<file path="src/design/psm_pkg.sv">
// psm_pkg: shared types and constants for the pooled mean/sd merge block.
// Used by psm_mac, psm_dsq and pooled_mean_sd_merge. No dependencies.
package psm_pkg;

  localparam int FIELD_W   = 32;
  localparam int LIMB_W    = 33;
  localparam int NUM_LIMBS = 4;
  localparam int WIDE_W    = LIMB_W * NUM_LIMBS;   // 132
  localparam int PROD_W    = 2 * LIMB_W;           // 66
  localparam int DEN_W     = 66;
  localparam int ROOT_W    = 32;
  localparam int SQ_W      = 64;
  localparam int TDATA_W   = 3 * FIELD_W;

  localparam logic [FIELD_W-1:0] MEAN_FLIP = 32'h8000_0000;
  localparam logic [FIELD_W-1:0] CNT_MAX   = 32'hFFFF_FFFF;

  typedef enum logic [4:0] {
    ST_IDLE,
    ST_SXSQ,   // sx*sx
    ST_SXW,    // * (nx-1)
    ST_SYSQ,   // sy*sy
    ST_SYW,    // * (ny-1), accumulate
    ST_SCN,    // * n
    ST_DSQ,    // d*d
    ST_DNX,    // * nx
    ST_DNY,    // * ny, accumulate
    ST_DEN,    // n*(n-1)
    ST_DIVV,   // variance divide
    ST_SQRT,
    ST_MX,     // ux*nx
    ST_MY,     // uy*ny, accumulate
    ST_DIVM,   // mean divide
    ST_OUT
  } state_t;

  typedef enum logic {
    DSQ_DIV,
    DSQ_SQRT
  } dsq_mode_t;

  typedef struct packed {
    logic busy;
    logic done;
  } unit_sts_t;

endpackage

</file>
<file path="src/design/psm_mac.sv">
// psm_mac: limb-serial multiply-accumulate, p = init + x*y.
// One 33x33 multiplier, registered product, one 132-bit add per cycle. Uses psm_pkg.
module psm_mac (
  input  logic                          clk,
  input  logic                          rst_n,
  input  logic                          start,
  input  logic [psm_pkg::WIDE_W-1:0]    x,
  input  logic [psm_pkg::LIMB_W-1:0]    y,
  input  logic [psm_pkg::WIDE_W-1:0]    init,
  output logic [psm_pkg::WIDE_W-1:0]    p,
  output psm_pkg::unit_sts_t            sts
);

  logic                          busy_r;
  logic                          done_r;
  logic [2:0]                    cnt_r;
  logic [1:0]                    sh_r;
  logic [psm_pkg::WIDE_W-1:0]    x_r;
  logic [psm_pkg::LIMB_W-1:0]    y_r;
  logic [psm_pkg::PROD_W-1:0]    prod_r;
  logic [psm_pkg::WIDE_W-1:0]    acc_r;
  logic [psm_pkg::LIMB_W-1:0]    limb;
  logic [psm_pkg::PROD_W-1:0]    mul_p;
  logic [psm_pkg::WIDE_W-1:0]    prod_sh;

  assign limb    = x_r[psm_pkg::LIMB_W*cnt_r[1:0] +: psm_pkg::LIMB_W];
  assign mul_p   = psm_pkg::PROD_W'(limb) * psm_pkg::PROD_W'(y_r);
  assign prod_sh = psm_pkg::WIDE_W'(prod_r) << (psm_pkg::LIMB_W * sh_r);

  always_ff @(posedge clk) begin
    if (!rst_n) begin
      busy_r <= 1'b0;
      done_r <= 1'b0;
      cnt_r  <= '0;
    end else begin
      done_r <= 1'b0;
      if (start) begin
        busy_r <= 1'b1;
        cnt_r  <= '0;
      end else if (busy_r) begin
        cnt_r <= cnt_r + 3'd1;
        if (cnt_r == 3'(psm_pkg::NUM_LIMBS)) begin
          busy_r <= 1'b0;
          done_r <= 1'b1;
        end
      end
    end
  end

  // product of limb k is registered in prod_r and added in on the next cycle at limb offset k
  always_ff @(posedge clk) begin
    if (start) begin
      acc_r <= init;
      x_r   <= x;
      y_r   <= y;
    end else if (busy_r) begin
      if (cnt_r < 3'(psm_pkg::NUM_LIMBS)) begin
        prod_r <= mul_p;
        sh_r   <= cnt_r[1:0];
      end
      if (cnt_r != 3'd0) begin
        acc_r <= acc_r + prod_sh;
      end
    end
  end

  assign p        = acc_r;
  assign sts.busy = busy_r;
  assign sts.done = done_r;

endmodule

</file>
<file path="config.mk">
export PLATFORM = sky130hd
export DESIGN_NAME = psm_mac
export DESIGN_NICKNAME = d
export VERILOG_FILES = /design/src/design/psm_pkg.sv /design/src/design/psm_mac.sv
export SDC_FILE = /design/constraint.sdc
export NUM_CORES = 2
export LEC_CHECK = 0
export ABC_AREA = 1
export BUFFER_PORTS_ARGS = -buffer_cell sky130_fd_sc_hd__buf_2
export CORE_ASPECT_RATIO = 0.8
export CORE_MARGIN = 4
export CORE_UTILIZATION = 38
export DETAILED_ROUTE_END_ITERATION = 10
export HOLD_SLACK_MARGIN = 0.12
export PLACE_DENSITY_LB_ADDON = 0.12
export SLEW_MARGIN = 15
export SYNTH_ARGS = -nofsm -noshare
export SYNTH_HDL_FRONTEND = slang
export SYNTH_SLANG_ARGS = --single-unit
</file>
<file path="constraint.sdc">
create_clock -name clk -period 21 [get_ports clk]
set_input_delay 3.15 -clock clk [delete_from_list [all_inputs] [get_ports clk]]
set_output_delay 3.15 -clock clk [all_outputs]
set_load 0.005 [all_outputs]
</file>
## After elaboration in Yosys (flattened, before gate mapping)

Index checks and enable logic that the tools add are counted.

| word-level totals | value |
|---|---|
| register bits after elaboration | 370 |
| input port bits | 300 |
| output and inout port bits | 134 |
| logic and storage cells | 34 |

| operators by class | value |
|---|---|
| $add $sub $neg | 2 |
| multiply operators | 3 |
| $lt $le $gt $ge | 1 |
| eq/ne operators | 1 |
| shifts and indexed selects | 2 |
| muxes and demuxes | 7 |
| bitwise logic cells | 3 |
| reduce and logical (&&, ||, !) cells | 7 |

Operator list:

| cell | count |
|---|---|
| 132-bit two-way mux | 3 |
| 132-bit adder | 1 |
| 132-bit by 9-bit variable part select with 33-bit output | 1 |
| 66-bit by 8-bit << shifter with 132-bit output | 1 |
| 33-bit by 33-bit multiplier with 66-bit output | 1 |
| 6-bit by 2-bit multiplier with 8-bit output (first input constant) | 2 |
| 1-bit two-way mux | 4 |
| 2-bit nonzero test | 2 |
| 3-bit by 1-bit adder with 3-bit output (second input constant) | 1 |
| 3-bit equality test (second input constant) | 1 |
| 3-bit < comparator (second input constant) | 1 |
| 1-bit NOT | 3 |
| 3-bit AND reduction | 1 |
| 3-bit nonzero test | 1 |
| 3-bit OR reduction | 1 |
| 2-bit AND reduction | 1 |
| 2-bit OR reduction | 1 |

## Logic depth before layout (Yosys ltp)

| depth | value |
|---|---|
| word-level depth | 6 |
| depth in mapped cells | 38 |
| mapped depth without buffers | 34 |

## Worst setup path before layout

OpenSTA, ideal clock, no wires.

| timing | value |
|---|---|
| path type | input to register |
| start | in start |
| end | reg prod_r[0] (netlist name) (enable) |
| library setup time | 578 ps |
| arrival | 8420 ps |
| required time | 20422 ps |
| slack | 12003 ps |
| cell stages on the path | 4 |
| buffers on the path | 3 |
| path through | clkbuf_1 -> clkbuf_1 -> clkbuf_1 -> nor3_1 |

| on the way | value |
|---|---|
| word-level cells in the longest chain between the ends | 2 |

RTL lines:

| element | line | text |
|---|---|---|
| start, declared | psm_mac.sv:6 | `input logic start,` |
| 1-bit NOT (no source line) | -- |  |
| 3-bit AND reduction (no source line) | -- |  |
| end signal, assigned | psm_mac.sv:58 | `prod_r <= mul_p;` |
| end, declared | psm_mac.sv:20 | `logic [psm_pkg::PROD_W-1:0] prod_r;` |

Every way passes these cells.
A chain may end at the register's enable or synchronous reset.

## Final worst setup path

| timing | value |
|---|---|
| start | reg cnt_r[0] |
| end | reg prod_r[40] (netlist name) (data pin) |

| on the way | value |
|---|---|
| word-level cells in the longest chain between the ends | 3 |

RTL lines:

| element | line | text |
|---|---|---|
| start, declared | psm_mac.sv:16 | `logic [2:0] cnt_r;` |
| start signal, assigned | psm_mac.sv:41 | `cnt_r <= cnt_r + 3'd1;` |
| 6-bit by 2-bit multiplier with 8-bit output | psm_mac.sv:26 | `assign limb = x_r[psm_pkg::LIMB_W*cnt_r[1:0] +: psm_pkg::LIMB_W];` |
| 132-bit by 9-bit variable part select with 33-bit output | psm_mac.sv:26 |  |
| 33-bit by 33-bit multiplier with 66-bit output | psm_mac.sv:27 | `assign mul_p = psm_pkg::PROD_W'(limb) * psm_pkg::PROD_W'(y_r);` |
| named net mul_p, one bit | psm_mac.sv:23 | `logic [psm_pkg::PROD_W-1:0] mul_p;` |

The timed path passes the listed nets, and every way through them passes these cells.

==> summary.md <==
| Metric | Value |
|---|---|
| Initial Util | `38.5%` |
| Finished Layout Cells | `11200` |
| Setup violations, final | `0` |
| Crit end category | `flop` |
| CP required | `21430 ps` |
| Outcome | `finished, final reports clean` |
| H-tree Lvls | `2` |
| CP max stage delay | `1000 ps` |
| Placer Congestion | `1.05` |
| Final Net Count | `10600` |
| Design Area, Final | `69900 um2` |
| Worst Skew | `44.3 ps` |
| Final WL | `299000 um` |
| Clock buffer depth | `3` |
| Die width | `465 um` |
| Drt pass-1 iters | `7` |
| Tmin final | `10050 ps` |
| I/O Buffers | `433` |
| RSZ-0062 raised after global routing | `false` |
| Root Buffer | `clkbuf_16` |
| Overflow after GRT | `0` |
| Via-per-instance ratio | `5.30` |
| Die area | `174000 um2` |
| Via count | `59200` |
| Setup_tns | `0 ps` |
| Clock sink total | `370` |
| Post-synth EDFFs | `365` |
| Die Y | `374 um` |
| Top Ports | `434` |
| Post-synth ARST share | `0%` |
| Critical-path top delay cell | `clkinv_1` |
| Syn. warnings | `0` |
| Area after DPL | `68400 um2` |
| Post-synthesis sequential area ratio | `17.4%` |
| Reg2reg setup slack | `10950 ps` |
| Clock Latency Late Sink | `690 ps` |
| Starting DRT DRC Count | `6306` |
| Commonest non-fill, non-tap cells in the layout | `2288 x nand2_1, 1894 x inv_1, 1156 x nor2_1` |
| Antenna violations before repair | `12` |
| Hold Path Depth | `2` |
| Critical path's most frequent cell | `fa_1` |
| Worst-Margin Slew | `1330 ps` |
| Final Slew Violations | `0` |
| # rows | `133` |
| Fmax | `99.5 MHz` |
| # hold bufs at CTS | `0` |
| Final period utilization | `47.8%` |
| Distinct cell type count after synthesis | `53` |
| Area Overhead vs Synth | `9.86%` |
| Hold Crit Class | `reg2reg` |
| Drc violations | `0` |
| Remaining antenna violation count | `0` |
| CORE AREA | `165000 um2` |
| MaxCap Viol Count | `0` |
| Vias in the first global route | `59600` |
| Clk slew on worst S/H paths | `60 ps` |
| Worst r2r src | `cnt_r[0]` |
| CTS tree | `built` |
| Total GRT Usage | `33.9%` |
| Commonest non-fill, non-tap cell in the layout | `nand2_1` |
| Worst R2R Path Depth | `27` |
| Placed cell count | `11100` |
| Crit path buffers/inverters | `7` |
| Critical path class | `reg2reg` |
| Worst-path maximum fanout | `44` |
| Predominant post-synthesis flop cell | `edfxtp_1` |
| Post-synth net total | `10200` |
| DP HPWL | `252000 um` |
| Synth Instances | `8577` |
| CTS Buf Count | `46` |
| Wire per inst | `26.8 um` |
| Slew HR | `10.7%` |
| Startpoint Class | `flop` |
| Register bit total from synthesis | `370` |
| Resize count post-CTS | `0` |
| Final hold viol count | `0` |
| Post-Syn Area | `63600 um2` |
| First-pass GRT wire length | `425000 um` |
| Share of layout cells above drive strength 1 | `8.09%` |
| Largest net degree at the start of global routing | `90` |
| HP Start | `cnt_r[2]` |
| Largest delay share family, worst path | `adder cells` |
| Post-CTS Setup Bufs | `0` |
| Worst Path Arrival | `10480 ps` |
| Syn Area/Cell | `7.41 um2` |
| Worst r2r dst | `prod_r[40]` |
| WHS Endpoint | `done_r` |
[cell type report]
class                           instances  area (um2)
Fill cell                           17400       95400
Clock buffer                           54        1190
Inverter                             1917        7200
Sequential cell                       370       11100
Multi-Input combinational cell       6023       44300
Tap cell                             2227        2790
Timing Repair Buffer                  551        3060
Antenna cell                            4        10.0
Clock inverter                         27         290
[synth_stat cells (4+ instances only)]
cell type  count  share of area, %
nand2_1     2289                14
inv_1       1894                11
nor2_1      1156               6.8
fa_1         959                30
ha_1         398               7.8
edfxtp_1     365                17
nand3_1      277               2.2
a21oi_1      269               2.1
clkbuf_1     179               1.1
o21ai_0      179               1.4
buf_2         65              0.51
nor3_1        64              0.50
xnor2_1       61              0.84
o22ai_1       52              0.51
xor2_1        44              0.61
nand2_2       30              0.30
nand4_1       30              0.30
o21ai_1       26              0.20
o21bai_1      23              0.27
buf_1         21              0.12
nand3b_1      21              0.25
a21o_1        20              0.24
nor2_2        16              0.16
a31oi_1       15              0.15
clkinv_1      15             0.089
or2_2         15              0.15
nand3_2       11              0.17
inv_2          8             0.047
nor3_2         8              0.13
a21boi_0       7             0.083
nor4_1         7             0.069
a211oi_1       6             0.071
a311oi_1       5             0.069
dfxtp_1        5              0.16
o211ai_1       5             0.059
o21a_1         4             0.047
[worst reg2reg max path: cells and delay by family (launching register included)]
family | cells | cell delay (ps)
buf+inv | 7 | 1990
simple gates | 8 | 2040
flops | 1 | 590
xor+xnor | 1 | 380
compound gates | 2 | 460
fa+ha+maj | 9 | 4380
[worst max-delay path by stage]
stage                  start         end  slack, ps  cells past startpoint
global placement    cnt_r[0]  prod_r[48]      11170                     28
finish              cnt_r[0]  prod_r[40]      10950                     27
CTS                 cnt_r[0]  prod_r[40]      11110                     27
floorplan              start   prod_r[0]      12000                      4
global route        cnt_r[0]  prod_r[48]      10570                     28
detailed placement  cnt_r[0]  prod_r[40]      11110                     27
[metrics by stage]
stage / setup WS [ps] / hold WS, ps / util, %
6_report: 10950 / 529 / 42.3
4_1_cts: 11110 / 532 / 42.3
5_1_grt: 10570 / 574 / 42.3
3_5_place_dp: 11110 / 523 / 41.4
2_1_floorplan: 12000 / 429 / -
3_3_place_gp: 11170 / 520 / 41.4
[sequential cells by signal (all words and copies together), names as in the netlist]
name and flops:
done_r 1, sh_r 2, cnt_r 3, y_r 33, x_r 132, busy_r 1, prod_r 66, p 132
[cell families (layout without fill, tap and decap cells)]
group	count (synthesis)	after routing	share of synthesized area, %
AND/OR/NAND/NOR	3932	3932	24.6
XOR/XNOR	105	105	1.45
buffers and inverters	2184	2549	13.0
other	0	4	0
adder cells (fa/ha/maj)	1357	1357	38.0
AO/OA/AOI/OAI	629	629	5.48
flip-flops	370	370	17.4
[metal layers]
layer	up-vias	share of wire [%]	global-route usage (%)
met5	-	0.020	0
met4	10	4.2	12.0
met3	440	8.4	5.97
met2	2848	44	52.8
met1	29500	43	47.5
li1	26400	-	-
Power is left out: the tool's default activity adds up to more than one toggle a clock period on the data nets, which glitch-free logic cannot reach.
